===== src/acwg_pkg.sv =====
// Shared types, constants and waveform tables for the audio channel waveform generator.
`timescale 1ns / 1ps

package acwg_pkg;

    localparam int PERIOD_W   = 16;
    localparam int DIV_W      = 17;
    localparam int STEP_W     = 5;
    localparam int NOISE_W    = 15;
    localparam int LEVEL_W    = 4;
    localparam int KIND_W     = 2;
    localparam int DUTY_W     = 2;
    localparam int CFG_IDX_W  = 3;
    localparam int CFG_DATA_W = 16;

    // channel kinds
    localparam logic [KIND_W-1:0] KIND_SQUARE   = 2'd0;
    localparam logic [KIND_W-1:0] KIND_TRIANGLE = 2'd1;
    localparam logic [KIND_W-1:0] KIND_NOISE    = 2'd2;

    // register indexes
    localparam logic [CFG_IDX_W-1:0] REG_KIND   = 3'd0;
    localparam logic [CFG_IDX_W-1:0] REG_PERIOD = 3'd1;
    localparam logic [CFG_IDX_W-1:0] REG_PITCH  = 3'd2;
    localparam logic [CFG_IDX_W-1:0] REG_VOLUME = 3'd3;
    localparam logic [CFG_IDX_W-1:0] REG_DUTY   = 3'd4;

    localparam logic [PERIOD_W-1:0] PERIOD_MAX     = 16'h0fff;
    localparam logic [PERIOD_W-1:0] PERIOD_MIN_OFF = 16'd8;

    localparam logic [KIND_W-1:0]   RST_KIND     = KIND_SQUARE;
    localparam logic [PERIOD_W-1:0] RST_PERIOD   = 16'h0fff;
    localparam logic [PERIOD_W-1:0] RST_PITCH    = 16'h0000;
    localparam logic [LEVEL_W-1:0]  RST_VOLUME   = 4'hf;
    localparam logic [DUTY_W-1:0]   RST_DUTY     = 2'd0;
    localparam logic [DIV_W-1:0]    RST_INTERVAL = 17'h00fff;
    localparam logic [NOISE_W-1:0]  RST_NOISE    = 15'h0001;

    localparam logic [LEVEL_W-1:0]  TRI_MUTE_LEVEL = 4'd8;

    typedef struct packed {
        logic [KIND_W-1:0]          kind;
        logic [PERIOD_W-1:0]        period;
        logic signed [PERIOD_W-1:0] pitch;
        logic [LEVEL_W-1:0]         volume;
        logic [DUTY_W-1:0]          duty;
    } t_cfg;

    // divider reload request from a period write
    typedef struct packed {
        logic             reload;
        logic [DIV_W-1:0] interval;
    } t_cfg_ctl;

    function automatic logic chan_enabled(input logic [PERIOD_W-1:0] period);
        return (period <= PERIOD_MAX) && (period > PERIOD_MIN_OFF);
    endfunction

    // period + signed pitch, clamped to at least 1
    function automatic logic [DIV_W-1:0] eff_interval(
        input logic [PERIOD_W-1:0]        period,
        input logic signed [PERIOD_W-1:0] pitch
    );
        logic signed [DIV_W:0] sum;
        sum = $signed({2'b00, period}) + $signed({{2{pitch[PERIOD_W-1]}}, pitch});
        if (sum[DIV_W] || (sum == '0)) begin
            return DIV_W'(1);
        end
        return sum[DIV_W-1:0];
    endfunction

    function automatic logic duty_bit(input logic [DUTY_W-1:0] duty, input logic [2:0] idx);
        logic [7:0] pat;
        case (duty)
            2'd0:    pat = 8'b0000_0010;
            2'd1:    pat = 8'b0000_0110;
            2'd2:    pat = 8'b0001_1110;
            2'd3:    pat = 8'b1111_1001;
            default: pat = 8'b0000_0000;
        endcase
        return pat[idx];
    endfunction

    // 15..0 then 0..15
    function automatic logic [LEVEL_W-1:0] ramp_level(input logic [STEP_W-1:0] idx);
        if (idx[STEP_W-1]) begin
            return idx[LEVEL_W-1:0];
        end
        return ~idx[LEVEL_W-1:0];
    endfunction

endpackage


===== src/acwg_cfg.sv =====
// Configuration register file with divider reload on period writes.
`timescale 1ns / 1ps

module acwg_cfg (
    input  logic                              i_clk,
    input  logic                              i_rst_n,
    input  logic                              i_cfg_we,
    input  logic [acwg_pkg::CFG_IDX_W-1:0]    i_cfg_idx,
    input  logic [acwg_pkg::CFG_DATA_W-1:0]   i_cfg_data,
    output acwg_pkg::t_cfg                    o_cfg,
    output acwg_pkg::t_cfg_ctl                o_ctl
);

    acwg_pkg::t_cfg r_cfg;

    always_ff @(posedge i_clk) begin
        if (!i_rst_n) begin
            r_cfg.kind   <= acwg_pkg::RST_KIND;
            r_cfg.period <= acwg_pkg::RST_PERIOD;
            r_cfg.pitch  <= acwg_pkg::RST_PITCH;
            r_cfg.volume <= acwg_pkg::RST_VOLUME;
            r_cfg.duty   <= acwg_pkg::RST_DUTY;
        end else if (i_cfg_we) begin
            case (i_cfg_idx)
                acwg_pkg::REG_KIND:   r_cfg.kind   <= i_cfg_data[acwg_pkg::KIND_W-1:0];
                acwg_pkg::REG_PERIOD: r_cfg.period <= i_cfg_data;
                acwg_pkg::REG_PITCH:  r_cfg.pitch  <= i_cfg_data;
                acwg_pkg::REG_VOLUME: r_cfg.volume <= i_cfg_data[acwg_pkg::LEVEL_W-1:0];
                acwg_pkg::REG_DUTY:   r_cfg.duty   <= i_cfg_data[acwg_pkg::DUTY_W-1:0];
                default: ;
            endcase
        end
    end

    // new period reloads the divider at once, only if the new period enables the channel
    always_comb begin
        o_ctl.reload   = i_cfg_we && (i_cfg_idx == acwg_pkg::REG_PERIOD)
                         && acwg_pkg::chan_enabled(i_cfg_data);
        o_ctl.interval = acwg_pkg::eff_interval(i_cfg_data, r_cfg.pitch);
    end

    assign o_cfg = r_cfg;

endmodule


===== src/acwg_core.sv =====
// Divider and waveform state: next state and output level for one item.
`timescale 1ns / 1ps

module acwg_core (
    input  logic                           i_clk,
    input  logic                           i_rst_n,
    input  acwg_pkg::t_cfg                 i_cfg,
    input  acwg_pkg::t_cfg_ctl             i_ctl,
    input  logic                           i_advance,
    output logic [acwg_pkg::LEVEL_W-1:0]   o_level,
    output logic                           o_stepped,
    output logic                           o_on
);

    logic [acwg_pkg::DIV_W-1:0]   r_div,   n_div;
    logic [acwg_pkg::STEP_W-1:0]  r_step,  n_step;
    logic [acwg_pkg::NOISE_W-1:0] r_noise, n_noise;
    logic [acwg_pkg::LEVEL_W-1:0] r_held,  n_held;

    logic on;
    logic expire;
    logic fb;

    assign on     = acwg_pkg::chan_enabled(i_cfg.period);
    assign expire = i_advance && on && (r_div <= acwg_pkg::DIV_W'(1));
    assign fb     = r_noise[0] ^ ((i_cfg.duty != '0) ? r_noise[6] : r_noise[1]);

    always_comb begin
        n_div   = r_div;
        n_step  = r_step;
        n_noise = r_noise;
        n_held  = r_held;
        if (i_ctl.reload) begin
            n_div = i_ctl.interval;
        end else if (i_advance && on) begin
            if (expire) begin
                n_div = acwg_pkg::eff_interval(i_cfg.period, i_cfg.pitch);
                case (i_cfg.kind)
                    acwg_pkg::KIND_SQUARE: begin
                        n_held = acwg_pkg::duty_bit(i_cfg.duty, r_step[2:0]) ? i_cfg.volume
                                                                             : '0;
                        n_step = {2'b00, r_step[2:0] + 3'd1};
                    end
                    acwg_pkg::KIND_TRIANGLE: begin
                        n_held = (i_cfg.volume != '0) ? acwg_pkg::ramp_level(r_step)
                                                      : acwg_pkg::TRI_MUTE_LEVEL;
                        n_step = r_step + acwg_pkg::STEP_W'(1);
                    end
                    acwg_pkg::KIND_NOISE: begin
                        n_step  = {{(acwg_pkg::STEP_W-1){1'b0}}, fb};
                        n_noise = {fb, r_noise[acwg_pkg::NOISE_W-1:1]};
                        n_held  = fb ? {1'b0, i_cfg.volume[acwg_pkg::LEVEL_W-1:1]} : '0;
                    end
                    default: ;
                endcase
            end else begin
                n_div = r_div - acwg_pkg::DIV_W'(1);
            end
        end
    end

    always_ff @(posedge i_clk) begin
        if (!i_rst_n) begin
            r_div   <= acwg_pkg::RST_INTERVAL;
            r_step  <= '0;
            r_noise <= acwg_pkg::RST_NOISE;
            r_held  <= '0;
        end else begin
            r_div   <= n_div;
            r_step  <= n_step;
            r_noise <= n_noise;
            r_held  <= n_held;
        end
    end

    assign o_level   = n_held;
    assign o_stepped = expire;
    assign o_on      = on;

endmodule


===== src/apu_channel_waveform_generator.sv =====
// Top level: one audio channel (square, triangle, noise) with stream handshake.
`timescale 1ns / 1ps
// An accepted item's result is registered and shows on m_axis in the next cycle.
// Throughput: one item per cycle while m_axis_tready is high; the single result register
//   lets a new item enter in the same cycle the pending result is taken.
// Reset (i_rst_n low, synchronous): registers to defaults (square, period 4095,
//   volume 15), divider loaded with 4095, noise register 1, output empty.

module apu_channel_waveform_generator (
    input  logic                              i_clk,
    input  logic                              i_rst_n,
    // configuration write port
    input  logic                              i_cfg_we,
    input  logic [acwg_pkg::CFG_IDX_W-1:0]    i_cfg_idx,
    input  logic [acwg_pkg::CFG_DATA_W-1:0]   i_cfg_data,
    // input items
    input  logic                              s_axis_tvalid,
    output logic                              s_axis_tready,
    input  logic [7:0]                        s_axis_tdata,  // [0] cycle_elapsed
    // result items
    output logic                              m_axis_tvalid,
    input  logic                              m_axis_tready,
    output logic [7:0]                        m_axis_tdata   // [3:0] sample_level,
                                                             // [4] stepped, [5] channel_on
);

    acwg_pkg::t_cfg     cfg;
    acwg_pkg::t_cfg_ctl ctl;

    logic                         accept;
    logic [acwg_pkg::LEVEL_W-1:0] level;
    logic                         stepped;
    logic                         on;

    logic       r_out_valid;
    logic [7:0] r_out_data;

    // take a new item whenever the result register is empty or draining
    assign s_axis_tready = !r_out_valid || m_axis_tready;
    assign accept        = s_axis_tvalid && s_axis_tready;

    acwg_cfg u_cfg (
        .i_clk      (i_clk),
        .i_rst_n    (i_rst_n),
        .i_cfg_we   (i_cfg_we),
        .i_cfg_idx  (i_cfg_idx),
        .i_cfg_data (i_cfg_data),
        .o_cfg      (cfg),
        .o_ctl      (ctl)
    );

    // state only moves on an accepted item with a cycle elapsed, or by a divider reload on a period write
    acwg_core u_core (
        .i_clk     (i_clk),
        .i_rst_n   (i_rst_n),
        .i_cfg     (cfg),
        .i_ctl     (ctl),
        .i_advance (accept && s_axis_tdata[0]),
        .o_level   (level),
        .o_stepped (stepped),
        .o_on      (on)
    );

    always_ff @(posedge i_clk) begin
        if (!i_rst_n) begin
            r_out_valid <= 1'b0;
        end else if (accept) begin
            r_out_valid <= 1'b1;
        end else if (m_axis_tready) begin
            r_out_valid <= 1'b0;
        end
    end

    always_ff @(posedge i_clk) begin
        if (accept) begin
            r_out_data <= {2'b00, on, stepped, level};
        end
    end

    assign m_axis_tvalid = r_out_valid;
    assign m_axis_tdata  = r_out_data;

endmodule


===== config.mk =====
export PLATFORM = sky130hd
export DESIGN_NAME = apu_channel_waveform_generator
export DESIGN_NICKNAME = d
export VERILOG_FILES = /design/src/acwg_pkg.sv /design/src/acwg_cfg.sv /design/src/acwg_core.sv /design/src/apu_channel_waveform_generator.sv
export SDC_FILE = /design/constraint.sdc
export NUM_CORES = 1
export LEC_CHECK = 0
export BUFFER_PORTS_ARGS = -buffer_cell sky130_fd_sc_hd__clkbuf_2
export CAP_MARGIN = 20
export CORE_AREA = 2 2 109 111
export DETAILED_ROUTE_END_ITERATION = 7
export DIE_AREA = 0 0 111 113
export GPL_TIMING_DRIVEN = 1
export HOLD_SLACK_MARGIN = 0.08
export PLACE_DENSITY = 0.72
export SYNTH_ARGS = -nofsm -noshare
export SYNTH_HDL_FRONTEND = slang
export SYNTH_SLANG_ARGS = --single-unit

===== constraint.sdc =====
create_clock -name i_clk -period 5.4 [get_ports i_clk]
set_input_delay 1.08 -clock i_clk [delete_from_list [all_inputs] [get_ports i_clk]]
set_output_delay 1.08 -clock i_clk [all_outputs]
set_load 0.02 [all_outputs]

==> key figures, run 1 <==
STA
  – Hold Vio Cnt, Final: 0
  – RSZ-0062 raised after global routing: false
  – Fin crit period: 4.06 ns
  – Max-slew violations: 0
  – Slew @ Worst Pin: 0.769 ns
  – Peak Freq: 0.246 GHz
  – Final clock skew: 0.0109 ns
  – Setup total negative slack: 0 ns
  – Relative slew slack: 0.474
  – Period utilization: 0.752
  – Setup violators final: 0

Clock network
  – Clock-pin transition on the worst setup and hold timing paths: 0.06 ns
  – Deepest clock path buffer count: 2
  – Resize count post-CTS: 0
  – Clk sink count: 88
  – Setup bufs post-CTS: 0
  – Clock Latency Late Sink: 0.36 ns
  – CTS Buf Count: 9
  – H-tree levels: 3
  – CTS Hold Bufs: 0
  – CTS tree: done
  – Clock root cell: clkbuf_16

Setup path
  – Path type of the worst setup path: input port to flop
  – WP data required: 5.69 ns
  – FF-to-FF path depth: 10
  – Cell mode on critical path: a21oi_1
  – Crit-path cells: clkbuf_2 > ha_1 > a211oi_1 > o21ai_1 > a2111oi_0 > o31ai_1 > a21oi_1 > xor2_1 > nand2_1 > or3_1 > a21oi_1
  – RR Startpoint: u_cfg.o_cfg[7]
  – CP Capture Point: u_core.r_div[14]
  – Worst-path fanout max: 8
  – CP Launch Type: input port
  – R2R setup slack: 1.82 ns
  – Critical Path Sink Type: flop
  – CP arrival: 4.35 ns
  – CP startpoint: i_cfg_data[1]
  – Worst reg2reg path endpoint: u_core.r_div[14]
  – CP max-delay cell: a2111oi_0
  – Max incr delay on CP: 0.71 ns

Synth
  – Ys async rst share: 0
  – Post-synth top flop: dfxtp_1
  – Syn avg cell area: 8.24 um2
  – Ys Warns: 0
  – Post-synth EDFFs: 6
  – Unique masters post-synth: 73
  – Sequential area share after synthesis: 0.299
  – Synthesized area: 0.00610 mm2
  – Synth Register Bits: 88
  – Post-Synthesis Cells: 740

Cells and area
  – Commonest cells after routing, fill and taps aside: 112 x nand2_1, 82 x dfxtp_1, 45 x a21oi_1, 45 x ha_1, 38 x nor2_1
  – Antenna diodes: 0
  – Final instance area: 0.00659 mm2
  – Nets: 833
  – Commonest non-fill, non-tap cell in the layout: nand2_1
  – Share of cells above drive strength 1: 0.0856
  – Synthesis-to-finish area growth: 8.04%
  – Core Util, Final: 0.584

Detailed routing
  – Routed vias/inst: 6.16
  – DRC errors left: 0
  – WL final: 15,500 um
  – Routed vias: 5,556
  – DRT Pass-1 Iters: 5
  – Iteration-0 DRC Markers: 506
  – Wire length per cell: 17.1 um
  – Final ANT Viol Nets: 0

GRT
  – First-pass GRT wire length: 25,700 um
  – Grt ovf: 0
  – Initial antenna violation count: 0
  – Largest net degree at the start of global routing: 45
  – Number of global-route vias before repair: 5,354
  – Overall routing resource usage: 0.251

Placed design
  – Dpl hpwl: 11,800 um
  – I/O Buffers: 32
  – Placer congestion estimate: 0.955
  – Placed cell area: 0.00630 mm2

Floorplanning
  – Starting Density: 0.541
  – Ports: 42
  – Core Area: 0.0113 mm2
  – DIE HEIGHT: 113 um
  – Die Wd: 111 um
  – # rows: 39
  – Die area: 0.0125 mm2

Power
  – Cell Pwr Density: 228 mW/mm2
  – Lkg Pwr: 2.89 nW
  – Peak supply drop: 0.160 mV

Outcome
  – Status: finished, final reports clean

Worst hold path
  – Worst hold path class: flop to flop

Flow run
  – Number of max-cap violations: 0
-- synthesized netlist by cell type (5+ instances only) --
cell type	count	share of area
and2_1	9	0.0092
a21o_1	11	0.014
clkbuf_1	22	0.014
edfxtp_1	6	0.030
o31ai_1	7	0.0086
xnor2_1	15	0.022
o21a_1	10	0.012
nor3_1	19	0.016
buf_2	5	0.0041
o21bai_1	5	0.0062
inv_1	18	0.011
a21boi_0	25	0.031
nor2b_1	19	0.019
ha_1	45	0.092
mux2i_1	24	0.039
a21oi_1	45	0.037
nand3_1	29	0.024
or3_1	5	0.0051
o211a_1	6	0.0099
nor4_1	12	0.012
dfxtp_1	82	0.27
nand4_1	7	0.0072
o21ai_0	17	0.014
xor2_1	29	0.042
a211oi_1	10	0.012
nand2_1	112	0.069
nor2_1	38	0.023
and3_1	7	0.0072
nand2b_1	10	0.010
a221oi_1	12	0.017
a31oi_1	10	0.010
-- state kept, by name, indices dropped and copies added, names as in the netlist --
register and flops:
u_cfg.o_cfg 40, u_core.r_div 17, u_core.r_noise 15, m_axis_tdata 6, u_core.r_step 5, u_core.r_held 4
m_axis_tvalid 1
-- worst max-delay path, delay by kind of cell --
family	cells	cell delay [ns]
AO/OA/AOI/OAI	6	1.76
adder cells (fa/ha/maj)	1	0.35
AND/OR/NAND/NOR	2	0.71
buffers and inverters	1	0.18
XOR/XNOR	1	0.25
-- layout make-up --
class                   instances  area (um2)
repair buffers                 34         175
clock buffers                  11         243
fillers                      1005        4680
well taps                     143         179
flip-flops and latches         88        1820
clock inverters                 5        38.8
inverters                      19        71.3
multi-input cells             602        4060
-- worst min path at each step --
stage                       from                 to  slack [ns]  cells past startpoint
6_report       u_core.r_noise[5]  u_core.r_noise[5]        0.47                      2
5_1_grt        u_core.r_noise[5]  u_core.r_noise[5]        0.50                      2
4_1_cts        u_core.r_noise[5]  u_core.r_noise[5]        0.47                      2
3_5_place_dp   u_core.r_noise[5]  u_core.r_noise[5]        0.47                      2
3_3_place_gp   u_core.r_noise[5]  u_core.r_noise[5]        0.45                      2
2_1_floorplan  u_core.r_noise[5]  u_core.r_noise[5]        0.44                      2
-- through the flow --
stage / setup slack (ns) / cells / power, mW / hold WS, ns
6_report: 1.34 / 902 / 1.50 / 0.471
5_1_grt: 1.17 / 902 / 1.55 / 0.504
4_1_cts: 1.37 / 901 / 1.51 / 0.475
3_5_place_dp: 1.02 / 885 / 0.905 / 0.466
3_3_place_gp: 1.26 / 885 / 0.900 / 0.452
2_1_floorplan: 2.07 / 741 / 0.840 / 0.443
-- power breakdown --
part	switching, mW	total, mW	internal [mW]
Sequential	0.0147	0.685	0.670
Combinational	0.133	0.211	0.0783
Clock	0.279	0.607	0.328
-- routing by layer --
metal | global-route usage | wire, um
met5 | 0 | 0
met4 | 0.0992 | 329
met3 | 0.0359 | 679
met2 | 0.436 | 7390
met1 | 0.317 | 7060
-- cell families (layout without fill, tap and decap cells) --
| logic type | count (synthesis) | count (layout) | share of synthesized area |
|---|---|---|---|
| muxes | 25 | 25 | 0.0412 |
| AOI/OAI and AO/OA | 192 | 192 | 0.218 |
| DFF | 88 | 88 | 0.299 |
| and+or+nand+nor | 292 | 292 | 0.243 |
| adders and majority gates | 47 | 47 | 0.0989 |
| other | 1 | 2 | 0.000615 |
| xor gates and xnor gates | 44 | 44 | 0.0632 |
| buffers and inverters | 51 | 69 | 0.0361 |
Note: power is estimated with default switching activity, not from simulation.
==> run 2: changes to the inputs <==
ABC_AREA = 1   (was not set)
CORE_AREA = 2 2 116 118   (was 2 2 109 111)
DIE_AREA = 0 0 118 120   (was 0 0 111 113)
PLACE_DENSITY = 0.74   (was 0.72)
clock period = 3.5 ns   (was 5.4 ns; I/O delays follow)
==> run 2 against run 1 <==
Against the previous run: register-to-register slack got worse by 1.3 ns; first-iteration DRC count rose by 0.79%; global-route usage rose by 1.5 points; setup slack got worse by 0.87 ns; count of clock-buffer cells in the layout fell by 2; combinational power rose by 150%; clock skew fell by 0.0018 ns; critical path type is now flop to flop; critical endpoint is now u_core.r_div[12]; largest cell class unchanged.
==> key figures, run 2 <==
Outcome
  – Status: finished, final reports clean

Cells and area
  – Commonest cells after routing, fill and taps aside: 344 x nand2_1, 162 x inv_1, 117 x nor2_1
  – Multi-input gate area: 0.00433 mm2
  – Filler cells: 1,308
  – Synthesis-to-finish area growth: 8.80%
  – Nets: 1,226
  – Share of cells above drive strength 1: 0.0738
  – Antenna diodes: 0
  – Register area: 0.00182 mm2
  – Commonest non-fill, non-tap cell in the layout: nand2_1
  – Final instance area: 0.00751 mm2
  – Finished Layout Cells: 1,328
  – Max reg flops: 40

GRT
  – Largest net degree at the start of global routing: 59
  – Overall routing resource usage: 0.266
  – Initial antenna violation count: 0
  – First-pass GRT wire length: 30,400 um
  – Number of global-route vias before repair: 6,454
  – Grt ovf: 0

Power
  – Peak supply drop: 0.229 mV
  – Psw: 0.844 mW
  – Power consumption: 2.57 mW
  – Switching portion of total power: 0.328
  – Sequential share of power: 0.421
  – Lkg Pwr: 3.99 nW
  – Power Internal: 1.73 mW
  – Clk network pwr share: 0.376
  – Comb power frac: 0.204
  – Cell Pwr Density: 342 mW/mm2

Clock network
  – CTS Buf Count: 9
  – Clock Latency Late Sink: 0.36 ns
  – Setup bufs post-CTS: 0
  – Deepest clock path buffer count: 2
  – CTS tree: done
  – Resize count post-CTS: 0
  – Clk sink count: 88
  – Clock-pin transition on the worst setup and hold timing paths: 0.07 ns
  – CTS Hold Bufs: 0
  – H-tree levels: 3
  – Clock root cell: clkbuf_16

Detailed routing
  – DRT Pass-1 Iters: 5
  – Final ANT Viol Nets: 0
  – DRC errors left: 0
  – WL final: 18,100 um
  – Wire length per cell: 13.6 um
  – Iteration-0 DRC Markers: 510
  – Routed vias/inst: 5.25
  – Routed vias: 6,967

Synth
  – Syn avg cell area: 6.16 um2
  – Post-synth top area cell: dfxtp_1
  – Synthesized area: 0.00691 mm2
  – Post-Synthesis Cells: 1,122
  – Ys Warns: 0
  – Top-count cell post-synth: nand2_1
  – Post-synth EDFFs: 6
  – Sequential area share after synthesis: 0.264
  – Unique masters post-synth: 43
  – Ys async rst share: 0
  – Yosys top cell area share: 0.238
  – Post-synth top flop: dfxtp_1
  – Top cells by area, synth: dfxtp_1 24%, nand2_1 19%, inv_1 8.8%
  – Synth Register Bits: 88
  – Top cells by count, synth: 344 x nand2_1, 162 x inv_1, 117 x nor2_1, 88 x nand3_1, 82 x dfxtp_1

Floorplanning
  – DIE HEIGHT: 120 um
  – Ports: 42
  – Starting Density: 0.532
  – # rows: 42
  – Core Area: 0.0130 mm2
  – Die area: 0.0142 mm2
  – Die Wd: 118 um

Setup path
  – CP arrival: 3.28 ns
  – Delay-heaviest family, CP: simple AND/OR/NAND/NOR gates
  – Max incr delay on CP: 0.48 ns
  – Critical Path Sink Type: flop
  – RR Startpoint: u_cfg.o_cfg[6]
  – CP Launch Type: flop
  – Crit-path cells: ha_1 > fa_1 > nand3_1 > nand3_1 > nand3_1 > nand3_1 > a21oi_1 > nand2_1 > nand2_1 > nand3_1 > nand3b_1 > a21oi_1 > nor2_1 > nor2_1
  – Worst-path fanout max: 14
  – CP Buf/Inv Count: 0
  – Cell mode on critical path: nand3_1
  – WP data required: 3.75 ns
  – CP startpoint: u_cfg.o_cfg[6]
  – CP max-delay cell: fa_1
  – Path type of the worst setup path: flop to flop

Placed design
  – Placed insts: 1,312
  – I/O Buffers: 32
  – Dpl hpwl: 13,900 um
  – Post-Place Worst Slack: 0.338 ns
  – Placed cell area: 0.00723 mm2
  – Placer congestion estimate: 0.960

STA
  – Relative slew slack: 0.426
  – Fin crit period: 3.03 ns
  – Setup total negative slack: 0 ns
  – Period utilization: 0.866
  – RSZ-0062 raised after global routing: false
  – Slew @ Worst Pin: 0.860 ns
  – Peak Freq: 0.330 GHz
  – Final clock skew: 0.00903 ns
  – Setup violators final: 0
  – Max-slew violations: 0
  – PnR worst setup slack: 0.470 ns
  – Hold Vio Cnt, Final: 0

Flow run
  – Number of max-cap violations: 0

Worst hold path
  – Worst hold path class: flop to flop
  – Hold Crit Start: u_core.r_noise[3]
## run 2: cell count changes after synthesis, moves of 12 or more
cell | before | now
mux2i_1 | 24 | 0
xor2_1 | 29 | 14
o21ai_0 | 17 | 58
nand2_1 | 112 | 344
nor2_1 | 38 | 117
nor2b_1 | 19 | 0
inv_1 | 18 | 162
nand3_1 | 29 | 88
a21boi_0 | 25 | 0
nand4_1 | 7 | 19
a21oi_1 | 45 | 58
a221oi_1 | 12 | 0
## run 2: routing by layer
layer  up-vias  part of all wire  track usage
met4         0             0.029        0.115
met3        33             0.054       0.0456
met1      3100              0.46        0.342
met5         -                 0            0
met2       185              0.46        0.441
li1       3649                 -            -
## run 2: kinds of logic after synthesis
| family | share of synthesized area |
|---|---|
| compound gates | 0.128 |
| xor+xnor | 0.0241 |
| fa+ha+maj | 0.0873 |
| buf+inv | 0.111 |
| flops | 0.264 |
| other cells | 0.000543 |
| simple gates | 0.385 |
## run 2: power groups by stage
stage / Clock (mW) / Sequential (mW) / Combinational (mW)
2_1_floorplan: 0 / 1.10 / 0.381
3_3_place_gp: 0 / 1.10 / 0.512
3_5_place_dp: 0 / 1.10 / 0.516
4_1_cts: 0.982 / 1.08 / 0.519
5_1_grt: 1.02 / 1.09 / 0.597
6_report: 0.966 / 1.08 / 0.524
## run 2: worst paths after layout
path | slack (ns) | to | cells past startpoint
min | 0.46 | u_core.r_noise[3] | 2
max reg2reg | 0.47 | u_core.r_div[12] | 14
min reg2reg | 0.46 | u_core.r_noise[3] | 2
max | 0.47 | u_core.r_div[12] | 14
## run 2: worst reg2reg max path, delay by kind of cell, from the launching register on
| kind | cells | cell delay (ns) |
|---|---|---|
| AND/OR/NAND/NOR | 10 | 1.58 |
| adder cells (fa/ha/maj) | 2 | 0.75 |
| flip-flops | 1 | 0.34 |
| AO/OA/AOI/OAI | 2 | 0.28 |
## run 2: layout make-up
class,instances,share of cell area
Inverter,164,0.0819
Tap cell,176,0.0293
Clock inverter,7,0.00849
Multi-Input combinational cell,841,0.576
Clock buffer,9,0.0300
Timing Repair Buffer,43,0.0323
Sequential cell,88,0.242
## run 2: stage by stage
| stage | hold WS (ns) | util |
|---|---|---|
| floorplan | 0.434 | - |
| detailed placement | 0.451 | 0.557 |
| CTS | 0.461 | 0.579 |
| finish | 0.458 | 0.579 |
| global placement | 0.445 | 0.557 |
| global route | 0.482 | 0.579 |
